$ cat src/sv/assert_macros.svh
// Assertion macros shared by the key click classifier RTL.
// Standalone header; expects a clock named clk and a reset named arst_n in scope.
`ifndef ASSERT_MACROS_SVH
`define ASSERT_MACROS_SVH

// Check a property on every rising clock edge, idle while reset is asserted
`define KCC_ASSERT(label, prop, msg) \
	label: assert property (@(posedge clk) disable iff (!arst_n) (prop)) else $error(msg);

// Check that a condition is followed in the next cycle by a consequence
`define KCC_ASSERT_NEXT(label, cond, cons, msg) \
	label: assert property (@(posedge clk) disable iff (!arst_n) (cond) |=> (cons)) \
		else $error(msg);

`endif

$ cat src/sv/kcc_pkg.sv
// Package for the key click classifier: config register map, reset values,
// event codes and the config struct passed between modules. No dependencies.
`default_nettype none

package kcc_pkg;

	localparam int unsigned TICK_W = 16;
	localparam int unsigned CFG_IDX_W = 2;

	// Register map of the configuration port
	typedef enum logic [CFG_IDX_W-1:0] {
		CFG_LONG_PRESS   = 2'd0,
		CFG_DOUBLE_WAIT  = 2'd1,
		CFG_DOUBLE_EN    = 2'd2,
		CFG_PRESSED_LVL  = 2'd3
	} cfg_idx_t;

	// Register reset values
	localparam logic [TICK_W-1:0] LONG_PRESS_RST  = 16'd200;
	localparam logic [TICK_W-1:0] DOUBLE_WAIT_RST = 16'd50;
	localparam logic              DOUBLE_EN_RST   = 1'b1;
	localparam logic              PRESSED_LVL_RST = 1'b0;

	// Event codes carried by each result word
	typedef enum logic [1:0] {
		EV_NONE   = 2'd0,
		EV_SINGLE = 2'd1,
		EV_DOUBLE = 2'd2,
		EV_LONG   = 2'd3
	} event_code_t;

	// Live configuration as seen by the classifier
	typedef struct packed {
		logic [TICK_W-1:0] long_press_ticks;
		logic [TICK_W-1:0] double_wait_ticks;
		logic              double_enable;
		logic              pressed_level;
	} kcc_cfg_t;

endpackage : kcc_pkg

`default_nettype wire

$ cat src/sv/key_click_classifier_top.sv
// Key click classifier: one pin sample word in, one event code word out.
// Each accepted word passes through the input register, then the result register,
// with the mode and counter update combinational between the two; throughput:
// one word per cycle while the result channel is not stalled.
// Reset: asynchronous, active low; clears mode, counter, both valid flags and
// restores the register defaults (200, 50, double on, pressed level low).
`default_nettype none

module key_click_classifier_top
	import kcc_pkg::*;
(
	input  wire logic                 clk,
	input  wire logic                 arst_n,
	// Input channel
	input  wire logic                 in_valid,
	output logic                      in_stall,
	input  wire logic                 pin_level,
	// Result channel
	output logic                      out_valid,
	input  wire logic                 out_stall,
	output logic [1:0]                event_code,
	// Configuration write channel
	input  wire logic                 cfg_valid,
	output logic                      cfg_ready,
	input  wire logic [CFG_IDX_W-1:0] cfg_index,
	input  wire logic [TICK_W-1:0]    cfg_data
);

	`include "assert_macros.svh"

	kcc_cfg_t    cfg;
	logic        valid_s1;
	logic        pin_s1;
	logic        valid_s2;
	event_code_t event_s2;
	event_code_t event_next;
	logic        s2_free;
	logic        adv;
	logic        in_acc;

	assign cfg_ready = 1'b1;

	kcc_cfg_regs u_cfg (
		.clk      (clk),
		.arst_n   (arst_n),
		.wr_en    (cfg_valid && cfg_ready),
		.wr_index (cfg_index),
		.wr_data  (cfg_data),
		.cfg      (cfg)
	);

	// Handshake: the result register frees when empty or being taken
	assign s2_free  = !valid_s2 || !out_stall;
	assign adv      = valid_s1 && s2_free;
	assign in_stall = valid_s1 && !s2_free;
	assign in_acc   = in_valid && !in_stall;

	// Input register
	always_ff @(posedge clk or negedge arst_n) begin
		if (!arst_n) begin
			valid_s1 <= 1'b0;
		end else if (in_acc) begin
			valid_s1 <= 1'b1;
		end else if (adv) begin
			valid_s1 <= 1'b0;
		end
	end

	always_ff @(posedge clk) begin
		if (in_acc) begin
			pin_s1 <= pin_level;
		end
	end

	kcc_fsm u_fsm (
		.clk        (clk),
		.arst_n     (arst_n),
		.cfg        (cfg),
		.adv        (adv),
		.pin_level  (pin_s1),
		.event_next (event_next)
	);

	// Result register
	always_ff @(posedge clk or negedge arst_n) begin
		if (!arst_n) begin
			valid_s2 <= 1'b0;
		end else if (s2_free) begin
			valid_s2 <= adv;
		end
	end

	always_ff @(posedge clk) begin
		if (adv) begin
			event_s2 <= event_next;
		end
	end

	assign out_valid  = valid_s2;
	assign event_code = event_s2;

	`KCC_ASSERT_NEXT(a_adv_fills_result, adv, valid_s2, "word lost between stages")
	`KCC_ASSERT(a_stall_only_when_full, !in_stall || (valid_s1 && valid_s2 && out_stall),
		"input stalled with room in the pipeline")
	`KCC_ASSERT_NEXT(a_result_held, out_valid && out_stall,
		out_valid && $stable(event_code), "stalled result word changed")

endmodule : key_click_classifier_top

`default_nettype wire

$ cat src/sv/kcc_cfg_regs.sv
// Configuration register bank of the key click classifier.
// Depends on kcc_pkg for the register map and reset values.
`default_nettype none

module kcc_cfg_regs
	import kcc_pkg::*;
(
	input  wire logic                 clk,
	input  wire logic                 arst_n,
	input  wire logic                 wr_en,
	input  wire logic [CFG_IDX_W-1:0] wr_index,
	input  wire logic [TICK_W-1:0]    wr_data,
	output kcc_cfg_t                  cfg
);

	logic [TICK_W-1:0] long_press_ticks_q;
	logic [TICK_W-1:0] double_wait_ticks_q;
	logic              double_enable_q;
	logic              pressed_level_q;

	// Decode the index and update the addressed register
	always_ff @(posedge clk or negedge arst_n) begin
		if (!arst_n) begin
			long_press_ticks_q  <= LONG_PRESS_RST;
			double_wait_ticks_q <= DOUBLE_WAIT_RST;
			double_enable_q     <= DOUBLE_EN_RST;
			pressed_level_q     <= PRESSED_LVL_RST;
		end else if (wr_en) begin
			unique case (cfg_idx_t'(wr_index))
				CFG_LONG_PRESS:  long_press_ticks_q  <= wr_data;
				CFG_DOUBLE_WAIT: double_wait_ticks_q <= wr_data;
				CFG_DOUBLE_EN:   double_enable_q     <= wr_data[0];
				CFG_PRESSED_LVL: pressed_level_q     <= wr_data[0];
				default: ;
			endcase
		end
	end

	assign cfg.long_press_ticks  = long_press_ticks_q;
	assign cfg.double_wait_ticks = double_wait_ticks_q;
	assign cfg.double_enable     = double_enable_q;
	assign cfg.pressed_level     = pressed_level_q;

endmodule : kcc_cfg_regs

`default_nettype wire

$ cat src/sv/kcc_fsm.sv
// Press classifier state machine: mode, tick counter and the event decode.
// Depends on kcc_pkg and assert_macros.svh.
`default_nettype none

module kcc_fsm
	import kcc_pkg::*;
(
	input  wire logic      clk,
	input  wire logic      arst_n,
	input  wire kcc_cfg_t  cfg,
	input  wire logic      adv,
	input  wire logic      pin_level,
	output event_code_t    event_next
);

	`include "assert_macros.svh"

	typedef enum logic [5:0] {
		ST_IDLE     = 6'b000001,
		ST_DEBOUNCE = 6'b000010,
		ST_PRESSED  = 6'b000100,
		ST_LONG     = 6'b001000,
		ST_WAIT     = 6'b010000,
		ST_SECOND   = 6'b100000
	} state_t;

	state_t            state_q, state_d;
	logic [TICK_W-1:0] count_q, count_d;
	logic              press;
	logic              hold_hit;
	logic              wait_hit;
	logic [TICK_W-1:0] count_inc;

	assign press     = (pin_level == cfg.pressed_level);
	assign hold_hit  = (count_q >= cfg.long_press_ticks);
	assign wait_hit  = (count_q >= cfg.double_wait_ticks);
	// Counting stops at the threshold, so this never wraps
	assign count_inc = count_q + TICK_W'(1);

	// Work out the next mode, count and event for the word in the input stage
	always_comb begin
		state_d    = state_q;
		count_d    = count_q;
		event_next = EV_NONE;
		unique case (state_q)
			ST_IDLE: begin
				state_d = press ? ST_DEBOUNCE : ST_IDLE;
			end
			ST_DEBOUNCE: begin
				state_d = press ? ST_PRESSED : ST_IDLE;
			end
			ST_PRESSED: begin
				if (press && hold_hit) begin
					state_d    = ST_LONG;
					event_next = EV_LONG;
					count_d    = '0;
				end else if (press) begin
					count_d = count_inc;
				end else begin
					count_d = '0;
					state_d = ST_WAIT;
				end
			end
			ST_LONG: begin
				count_d = '0;
				state_d = press ? ST_LONG : ST_IDLE;
			end
			ST_WAIT: begin
				if (!press && wait_hit) begin
					count_d    = '0;
					state_d    = ST_IDLE;
					event_next = EV_SINGLE;
				end else if (!press) begin
					count_d = count_inc;
				end else begin
					count_d = '0;
					if (cfg.double_enable) begin
						state_d = ST_SECOND;
					end else begin
						// Double detection off: report the first click now
						state_d    = ST_DEBOUNCE;
						event_next = EV_SINGLE;
					end
				end
			end
			ST_SECOND: begin
				if (press && hold_hit) begin
					// Second press held long still reports a single click
					state_d    = ST_LONG;
					event_next = EV_SINGLE;
					count_d    = '0;
				end else if (press) begin
					count_d = count_inc;
				end else begin
					count_d    = '0;
					state_d    = ST_IDLE;
					event_next = cfg.double_enable ? EV_DOUBLE : EV_SINGLE;
				end
			end
			default: begin
				state_d = ST_IDLE;
			end
		endcase
	end

	// Commit the update only when the word moves to the result register
	always_ff @(posedge clk or negedge arst_n) begin
		if (!arst_n) begin
			state_q <= ST_IDLE;
			count_q <= '0;
		end else if (adv) begin
			state_q <= state_d;
			count_q <= count_d;
		end
	end

	`KCC_ASSERT_NEXT(a_hold_when_stalled, !adv,
		$stable(state_q) && $stable(count_q), "state moved without a word")
	`KCC_ASSERT_NEXT(a_long_enters_long, adv && (event_next == EV_LONG),
		state_q == ST_LONG, "long press without entering long-held")
	`KCC_ASSERT(a_count_clear,
		!((state_q == ST_IDLE) || (state_q == ST_DEBOUNCE) || (state_q == ST_LONG))
		|| (count_q == '0), "counter not clear outside counting modes")

endmodule : kcc_fsm

`default_nettype wire

$ cat config.mk
export PLATFORM = sky130hd
export DESIGN_NAME = key_click_classifier_top
export DESIGN_NICKNAME = d
export VERILOG_FILES = /design/src/sv/kcc_pkg.sv /design/src/sv/key_click_classifier_top.sv /design/src/sv/kcc_cfg_regs.sv /design/src/sv/kcc_fsm.sv
export VERILOG_INCLUDE_DIRS = /design/src /design/src/sv
export SDC_FILE = /design/constraint.sdc
export NUM_CORES = 1
export LEC_CHECK = 0
export ABC_AREA = 1
export BUFFER_PORTS_ARGS = -buffer_cell sky130_fd_sc_hd__buf_2
export CAP_MARGIN = 20
export CELL_PAD_IN_SITES_DETAIL_PLACEMENT = 1
export CELL_PAD_IN_SITES_GLOBAL_PLACEMENT = 1
export CORE_AREA = 2 2 100 112
export DETAILED_ROUTE_END_ITERATION = 10
export DIE_AREA = 0 0 102 114
export HOLD_SLACK_MARGIN = 0.05
export PLACE_DENSITY_LB_ADDON = 0.1
export SETUP_SLACK_MARGIN = 0.05
export SYNTH_ARGS = -nofsm -noshare
export SYNTH_HDL_FRONTEND = slang
export SYNTH_SLANG_ARGS = --single-unit
$ cat constraint.sdc
create_clock -name clk -period 5.6 [get_ports clk]
set_input_delay 1.12 -clock clk [delete_from_list [all_inputs] [get_ports clk]]
set_output_delay 1.12 -clock clk [all_outputs]
set_load 0.01 [all_outputs]
==> flow_summary.toml, run 1 <==
[detailed_routing]
ant_nets = 0
drtPass1Iterations = 4
met1Wirelength_mm = 5.10
viasPerCell = 4.79
wl_met3_um = 179
drt_iter0_drc = 109
wl_met2_mm = 5.20
vias = 3576
highest_layer = "met4"
wl_per_cell_um = 14.2
route.detailed.drc = 0
routed_wl_mm = 10.6

[pwr]
switching_share_pct = 30.2
p_leak_nw = 2.48
p_seq_share_pct = 37.3
clkPwrFrac_pct = 42.5
p_int_mw = 1.02
p_switching_mw = 0.440
ir_drop_v = 0.000135
power.density_mw_per_mm2 = 311
pwr-share-comb_pct = 20.2

[min_path]
min_to = "out_valid$_DFFE_PN0P_"
min_path_cells = 2
min_from = "valid_s1$_DFFE_PN0P_"
hold_path_class = "reg -> reg"

[job]
cap_violations = 0

[cells_and_area]
syn2layout_area_growth_pct = 14.6
diodes = 0
fill_cells = 1388
drive_above_1_share_pct = 11.8
nNetsFinal = 652

[setup_path]
start_kind = "input port"
end_kind = "primary output"
crit_type = "in -> out"
crit_fanout = 2
reg2reg_depth = 11
r2r_slack_ps = 3060
r2r_start = "u_cfg.long_press_ticks_q[3]$_DFFE_PN1P_"
crit_required_ps = 4480
reg2reg_to = "event_code[1]$_DFFE_PP_"
cp.arrival_ps = 1550

[logic_synthesis]
synth.distinct_cells = 35
yosysTopAreaCell = "dfrtp_1"
yosysSeqAreaShare_pct = 38.0
syn-instance-count = 569
synth_area_leaders = "dfrtp_1 (31%), nand2_1 (17%), ha_1 (10%)"
ys_seq_elements = 61
synthesis.area_mm2 = 0.00409
syn_nets = 626
synth_top_area_share_pct = 30.6
yosys_warnings = 0
avgSynthCellArea_um2 = 7.18

[sta]
timing.fmax_mhz = 374
min_period_over_period_pct = 47.8
timing.final.crit_period_ps = 2670
hold_viol = 0
fin_ws_ps = 2930
fin_worst_skew_ps = 6.77
relSlewSlack_pct = 34.4
rsz0062_at_grt = "no"
report.final.slew_viol_count = 0
setup_viol = 0
worst_pin_slew_ps = 981
fin_tns_setup_ps = 0
hold_ws_ps = 466

[floorplan]
fp.dieW_um = 102
pin_count = 29
num_rows = 40
dieArea_mm2 = 0.0116
core_mm2 = 0.0106
floorplan.initialDensity_pct = 38.5
dieHeight_um = 114

[clocking]
clk_pin_slew_ps = 60
cts_buffers = 9
cts_root_buf = "clkbuf_16"
h-tree-depth = 3
cts_tree = "yes"
cts.path.max_buffers = 2
post-cts-setup-buffer-count = 0
clk_latency_ps = 330
cts_resized = 0
clock-sinks = 61
cts.hold.buffers_added = 0

[global_routing]
first_global_vias = 3865
grt_pass1_wl_mm = 18.7
antenna_found_initial = 0
grt_usage_pct = 20.5
grt_overflow_total = 0
grt_max_degree = 59

[outcome]
status = "complete, no violations"

[place]
gp_congestion = 0.812
portBuffers = 27
dp_hpwl_mm = 7.76
post-place-ws_ps = 2770
## power groups by stage
stage / Combinational [mW] / Sequential (mW) / Clock (mW)
2_1_floorplan: 0.220 / 0.544 / 0
3_3_place_gp: 0.287 / 0.551 / 0
5_1_grt: 0.347 / 0.554 / 0.651
6_report: 0.294 / 0.545 / 0.621
4_1_cts: 0.301 / 0.546 / 0.636
3_5_place_dp: 0.299 / 0.553 / 0
## logic make-up after synthesis
kind of cell    Yosys count  share of synthesized area [%]
buf+inv                  99                           9.52
xor+xnor                 14                           3.46
other cells               1                         0.0917
fa+ha+maj                33                           10.1
compound gates           55                           7.16
flops                    61                           38.0
simple gates            306                           31.7
## sequential cells by signal, indices dropped and copies added, names as in the netlist
signal,cells
u_cfg.double_wait_ticks_q,16
u_cfg.long_press_ticks_q,16
u_fsm.count_q,16
u_fsm.state_q,6
event_code,2
out_valid,1
pin_s1,1
u_cfg.double_enable_q,1
u_cfg.pressed_level_q,1
valid_s1,1
## worst max-delay path by stage
| stage | depth (start not counted) | slack (ps) | end | startpoint |
|---|---|---|---|---|
| after floorplan | 2 | 3110 | in_stall | out_stall |
| after global placement | 4 | 2960 | in_stall | out_stall |
| after detailed placement | 4 | 2770 | u_cfg.double_wait_ticks_q[3]$_DFFE_PN0P_ | cfg_index[1] |
| after CTS | 4 | 2910 | in_stall | out_stall |
| after global routing | 9 | 2850 | event_code[1]$_DFFE_PP_ | u_cfg.long_press_ticks_q[7]$_DFFE_PN1P_ |
| final | 4 | 2930 | in_stall | out_stall |
## worst max-delay path, cell delays in order
cell and delay (ps):
buf_2 90, nand2_1 70, nor2_1 130, buf_2 150
## layer usage
metal | global-route usage [%] | up-vias
met2 | 35.0 | 26
li1 | - | 1831
met3 | 3.13 | 8
met5 | 0 | -
met1 | 26.8 | 1711
met4 | 5.60 | 0
## metrics by stage
stage	area [um2]	instances	power, mW	util, %
floorplan	4090	569	0.764	-
global placement	4340	730	0.839	40.9
detailed placement	4340	730	0.852	40.9
CTS	4670	746	1.48	44.0
global route	4690	747	1.55	44.2
finish	4690	747	1.46	44.2
## cells in the mapped netlist
cell type and count:
or2_2 1, buf_4 1, xnor2_4 1, nor2_1 54
xnor2_1 1, nor2_4 1, nand2_2 1, o21ai_1 1
nand2_4 2, nor2_2 2, nand2_1 189, o21bai_1 1
xor2_1 12, nor3_1 5, buf_2 5, a21oi_1 14
edfxtp_1 3, a21o_1 1, dfrtp_1 50, conb_1 1
nand3_1 37, nor3_2 1, nor3_4 2, buf_1 1
nand4_1 10, o21ai_4 1, o21ai_0 36, inv_2 6
buf_6 1, nand3_2 1, a31oi_1 1, ha_1 33
clkbuf_1 6, dfstp_2 8, inv_1 79
## layout make-up
cell class | instances | area [um2] | share of cell area [%]
timing repair buffer | 29 | 158 | 3.36
clock buffer | 12 | 256 | 5.47
clock inverter | 4 | 70.1 | 1.50
sequential | 61 | 1550 | 33.1
multi-input combinational | 409 | 2150 | 45.8
tap | 147 | 184 | 3.93
inverter | 85 | 319 | 6.81
## placed cells by master, fill, tap and decap left out, drive strengths merged, types with 2 or more instances in the layout
cell / netlist / layout
nand2: 192 / 192
inv: 85 / 85
nor2: 57 / 57
dfrtp: 50 / 50
nand3: 38 / 38
o21ai: 38 / 38
ha: 33 / 33
buf: 8 / 29
a21oi: 14 / 14
xor2: 12 / 12
clkbuf: 6 / 12
nand4: 10 / 10
dfstp: 8 / 8
nor3: 8 / 8
edfxtp: 3 / 3
clkinv: 0 / 2
bufinv: 0 / 2
xnor2: 2 / 2
No activity file was read; power rests on OpenSTA's default activity.
==> run 2, diff against run 1 <==
Settings changed: ABC_AREA 1 to 0, CORE_AREA 2 2 100 112 to 2 2 96 107, DIE_AREA 0 0 102 114 to 0 0 98 109.
Clock period 5.6 ns to 2.2 ns, I/O delays scaled along.
==> flow_summary.toml, run 2 <==
[cells_and_area]
multi_input_area_mm2 = 0.00234
reg_top3 = "u_cfg.double_wait_ticks_q: 16 flops, u_cfg.long_press_ticks_q: 16 flops, u_fsm.count_q: 16 flops"
fill_cells = 1111
layout_common_cells = "buf_4 (59), nand2_1 (51), dfrtp_1 (50)"
syn2layout_area_growth_pct = 36.7
drive_above_1_share_pct = 40.4
utilization_pct = 53.1
nNetsFinal = 549
layout_commonest_cell = "buf_4"
diodes = 0
seqCellArea_mm2 = 0.00155

[clocking]
cts_buffers = 9
clock-sinks = 61
h-tree-depth = 3
cts.hold.buffers_added = 0
cts_tree = "yes"
clk_pin_slew_ps = 80
clk_latency_ps = 360
cts_root_buf = "clkbuf_8"
cts.path.max_buffers = 2

[setup_path]
r2r_slack_ps = -300
r2r_start = "u_cfg.double_wait_ticks_q[9]$_DFFE_PN0P_"
slowest_stage = "or4_4"
worstPathCellList = "inv_2 -> ha_4 -> a21o_1 -> a221o_1 -> a21o_1 -> or4_4 -> o211ai_4 -> mux2_4"
cpPeakStageDelay_ps = 500
start_kind = "flop"
crit_required_ps = 2440
crit_type = "reg -> reg"
end_kind = "flop"
crit_fanout = 4
cp.arrival_ps = 2730
reg2reg_depth = 8
reg2reg_to = "u_fsm.state_q[4]$_DFFE_PN0P_"
critPathMostFrequentCell = "a21o_1"

[global_routing]
grt_usage_pct = 21.5
grt_max_degree = 59
first_global_vias = 3626
grt_overflow_total = 0
antenna_found_initial = 0
grt_pass1_wl_mm = 17.9

[detailed_routing]
drt_iter0_drc = 83
drtPass1Iterations = 4
routed_wl_mm = 11.1
vias = 3282
ant_nets = 0
wl_per_cell_um = 18.0
viasPerCell = 5.32
route.detailed.drc = 0

[place]
gp_congestion = 0.858
dp_hpwl_mm = 7.73
portBuffers = 27

[sta]
fin_worst_skew_ps = 11.2
hold_ws_ps = 70.2
rsz0062_at_grt = "yes"
timing.final.crit_period_ps = 2500
min_period_over_period_pct = 113
report.final.slew_viol_count = 0
setup_viol = 24
hold_viol = 0
fin_ws_ps = -295
timing.fmax_mhz = 401

[logic_synthesis]
yosysTopAreaCell = "dfrtp_1"
synthesis.area_mm2 = 0.00375
avgSynthCellArea_um2 = 9.54
ys.flop_type = "dfrtp_1"
synth.distinct_cells = 59
yosys_warnings = 0
syn-instance-count = 393
synth_top_area_share_pct = 33.4
synth_most_common_cell = "nand2_1"
ys_seq_elements = 61
synth_area_leaders = "dfrtp_1 (33%), ha_1 (11%), mux2_2 (6.0%)"
synthTopCellsByCount = "nand2_1 (51), dfrtp_1 (50), inv_1 (40)"
synth_edf_count = 3
syn_nets = 450
async_flop_share_pct = 95.1
yosysSeqAreaShare_pct = 41.4

[floorplan]
fp.dieW_um = 98
floorplan.initialDensity_pct = 38.8
dieHeight_um = 109
core_mm2 = 0.00965
num_rows = 38
pin_count = 29
dieArea_mm2 = 0.0107

[pwr]
power.density_mw_per_mm2 = 661
power_mw = 3.39
ir_drop_v = 0.000375
p_leak_nw = 2.37

[outcome]
status = "finished, violations left"
violations = "setup timing"

[min_path]
hold_path_class = "in -> async"

[job]
cap_violations = 0
[run 2: how the worst max path moves through the flow]
stage	slack, ps	cells past startpoint	endpoint	startpoint
after floorplan	-190	7	u_fsm.state_q[4]$_DFFE_PN0P_	u_fsm.count_q[11]$_DFFE_PN0P_
after global placement	-330	8	u_fsm.state_q[1]$_DFFE_PN0P_	u_cfg.double_wait_ticks_q[14]$_DFFE_PN0P_
after detailed placement	-460	8	u_fsm.state_q[4]$_DFFE_PN0P_	u_fsm.count_q[11]$_DFFE_PN0P_
after CTS	-290	8	u_fsm.state_q[4]$_DFFE_PN0P_	u_cfg.double_wait_ticks_q[9]$_DFFE_PN0P_
after global routing	-390	9	u_fsm.state_q[4]$_DFFE_PN0P_	u_fsm.count_q[0]$_DFFE_PN0P_
final	-300	8	u_fsm.state_q[4]$_DFFE_PN0P_	u_cfg.double_wait_ticks_q[9]$_DFFE_PN0P_
[run 2: per-layer routing]
| layer | GRT usage [%] | share of wire [%] |
|---|---|---|
| met1 | 25.6 | 43 |
| met3 | 3.01 | 2.1 |
| met5 | 0 | 0 |
| met4 | 7.04 | 1.5 |
| met2 | 40.0 | 53 |
[run 2: final cells by class]
type                    instances  area share [%]
clock buffers                   9            2.42
well taps                     120            2.93
clock inverters                 7            1.00
multi-input cells             280            45.7
inverters                      40            2.93
repair buffers                100            14.8
flip-flops and latches         61            30.3
[run 2: repair_timing]
item | in CTS | in global routing
buffers inserted | 4 | 7
pin swaps | 31 | 14
setup endpoints to repair | 24 | 24
gates resized for setup | 37 | 29
[run 2: metrics by stage]
stage / setup TNS, ps / worst slack [ps] / std cells / cell area, um2
floorplan: -1590 / -194 / 393 / 3770
global placement: -5680 / -332 / 590 / 4480
detailed placement: -8510 / -456 / 590 / 4480
CTS: -5220 / -291 / 610 / 4890
global route: -7270 / -390 / 617 / 5120
finish: -5110 / -295 / 617 / 5120
[run 2: kinds of logic after synthesis]
| kind of cell | after synthesis | synth area share [%] |
|---|---|---|
| other cells | 1 | 0.100 |
| buf+inv | 52 | 5.74 |
| compound gates | 88 | 15.9 |
| simple gates | 127 | 17.2 |
| flops | 61 | 41.4 |
| fa+ha+maj | 33 | 11.0 |
| xor+xnor | 8 | 1.87 |
| mux | 23 | 6.84 |
[run 2: report_power, final]
part	internal, mW	switching, mW
sequential	1.30	0.0923
clock	0.411	0.513
combinational	0.509	0.559
total	2.22	1.16
[run 2: worst max-delay path, delay by kind of cell (launching register included)]
family / cells / cell delay (ps)
compound gates: 4 / 870
simple gates: 1 / 500
flops: 1 / 400
mux: 1 / 330
fa+ha+maj: 1 / 200
buf+inv: 1 / 70
==> run 3, diff against run 2 <==
Settings changed: REMOVE_ABC_BUFFERS set to 1.
==> flow_summary.toml, run 3 (synthesized netlist as in run 2, its figures left out) <==
[outcome]
status = "finished, violations left"
violations = "setup timing"

[cells_and_area]
nNetsFinal = 540
diodes = 0
layout_common_cells = "buf_4 (54), nand2_1 (50), dfrtp_1 (50)"
reg_top3 = "u_cfg.double_wait_ticks_q: 16 flops, u_cfg.long_press_ticks_q: 16 flops, u_fsm.count_q: 16 flops"
final_cells = 608
drive_above_1_share_pct = 38.3
utilization_pct = 51.8
fill_cells = 1103
layout_commonest_cell = "buf_4"
syn2layout_area_growth_pct = 33.4

[global_routing]
antenna_found_initial = 0
grt_overflow_total = 0
grt_max_degree = 59
grt_usage_pct = 20.9
grt_pass1_wl_mm = 17.4
first_global_vias = 3477

[setup_path]
slowest_stage = "or4b_4"
crit_buf_inv = 1
reg2reg_to = "event_code[0]$_DFFE_PP_"
end_kind = "flop"
cpPeakStageDelay_ps = 520
cp_top_family = "compound AO/OA/AOI/OAI gates"
path_depth = 7
r2r_start = "u_cfg.double_wait_ticks_q[9]$_DFFE_PN0P_"
crit_fanout = 2
cp.arrival_ps = 2600
crit_required_ps = 2300
reg2reg_depth = 7
crit_type = "reg -> reg"
start_kind = "flop"
r2r_slack_ps = -290
worstPathCellList = "inv_1 -> ha_1 -> a21o_1 -> a221o_1 -> a21o_1 -> or4b_4 -> a221o_1"

[pwr]
ir_drop_v = 0.000416
switching_share_pct = 30.6
p_leak_nw = 2.34
clkPwrFrac_pct = 31.4
p_seq_share_pct = 39.3
power_mw = 3.53
p_int_mw = 2.45
pwr-share-comb_pct = 29.3
power.density_mw_per_mm2 = 707
p_switching_mw = 1.08

[sta]
hold_viol = 0
worst_pin_slew_ps = 599
min_period_over_period_pct = 113
timing.final.crit_period_ps = 2490
timing.fmax_mhz = 401
report.final.slew_viol_count = 0
rsz0062_at_grt = "yes"
fin_worst_skew_ps = 7.13
relSlewSlack_pct = 59.8
fin_ws_ps = -295
setup_viol = 24
hold_ws_ps = 95.8

[detailed_routing]
wl_per_cell_um = 16.9
route.detailed.drc = 0
drtPass1Iterations = 4
routed_wl_mm = 10.3
ant_nets = 0
vias = 3232
drt_iter0_drc = 69
viasPerCell = 5.32

[place]
post-place-ws_ps = -402
dp_hpwl_mm = 7.43
gp_congestion = 0.961
portBuffers = 27
place_inst = 584

[clocking]
h-tree-depth = 3
clock-sinks = 61
cts.hold.buffers_added = 0
clk_latency_ps = 350
cts_buffers = 9
cts_root_buf = "clkbuf_8"
clk_pin_slew_ps = 70
cts_tree = "yes"
cts.path.max_buffers = 2

[floorplan]
num_rows = 38
pin_count = 29
core_mm2 = 0.00965
floorplan.initialDensity_pct = 38.8
fp.dieW_um = 98
dieArea_mm2 = 0.0107
dieHeight_um = 109

[job]
cap_violations = 0

[min_path]
hold_path_class = "in -> async"
-- run 3: cell types whose count changed in the layout (fill, tap and decap cells not counted), sizes merged --
cell / delta
buf: -9
clkbuf: +4
clkinv: -2
clkinvlp: -2
bufinv: +1
inv: -1
-- run 3: per-layer routing --
| metal | wire length (um) | share of wire, % | vias to the layer above | global-route usage [%] |
|---|---|---|---|---|
| li1 | - | - | 1576 | - |
| met1 | 4340 | 42 | 1607 | 24.4 |
| met2 | 5500 | 54 | 36 | 38.8 |
| met3 | 218 | 2.1 | 13 | 3.72 |
| met4 | 195 | 1.9 | 0 | 7.24 |
| met5 | 0 | 0 | - | 0 |
-- run 3: how the worst max path moves through the flow --
stage                                                    startpoint                           end  slack [ps]
after floorplan                        u_fsm.count_q[0]$_DFFE_PN0P_  u_fsm.state_q[4]$_DFFE_PN0P_        -390
after global routing       u_cfg.double_wait_ticks_q[9]$_DFFE_PN0P_       event_code[0]$_DFFE_PP_        -380
final                      u_cfg.double_wait_ticks_q[9]$_DFFE_PN0P_       event_code[0]$_DFFE_PP_        -290
after CTS                 u_cfg.double_wait_ticks_q[11]$_DFFE_PN0P_       event_code[0]$_DFFE_PP_        -300
after global placement     u_cfg.double_wait_ticks_q[1]$_DFFE_PN1P_  u_fsm.state_q[4]$_DFFE_PN0P_        -380
after detailed placement               u_fsm.count_q[0]$_DFFE_PN0P_  u_fsm.state_q[4]$_DFFE_PN0P_        -400
-- run 3: layout make-up --
class	instances	area, um2	area share [%]
clock buffers	13	180	3.60
inverters	40	150	3.00
clock inverters	3	40.0	0.801
repair buffers	91	662	13.2
well taps	120	150	3.00
flip-flops and latches	61	1550	31.0
multi-input cells	280	2270	45.3
-- run 3: stage by stage --
stage	TNS, ps	area (um2)
finish	-4970	5000
CTS	-5340	4900
floorplan	-5420	3680
global placement	-5650	4410
global route	-7250	5000
detailed placement	-6810	4410
-- run 3: what timing repair did --
| item | CTS | global route |
|---|---|---|
| hold endpoints to repair | 0 | 0 |
| pin swaps | 22 | 9 |
| buffers inserted | 5 | 2 |
| gates cloned | 1 | 0 |
| endpoints found under the setup margin | 24 | 24 |
| resized for setup | 48 | 14 |
-- run 3: power groups by stage --
stage	registers, mW	logic [mW]	clock network (mW)
after CTS	1.39	1.00	1.14
after floorplan	1.40	0.491	0
after global routing	1.41	1.16	1.20
after detailed placement	1.41	0.893	0
after global placement	1.40	0.858	0
final	1.39	1.04	1.11
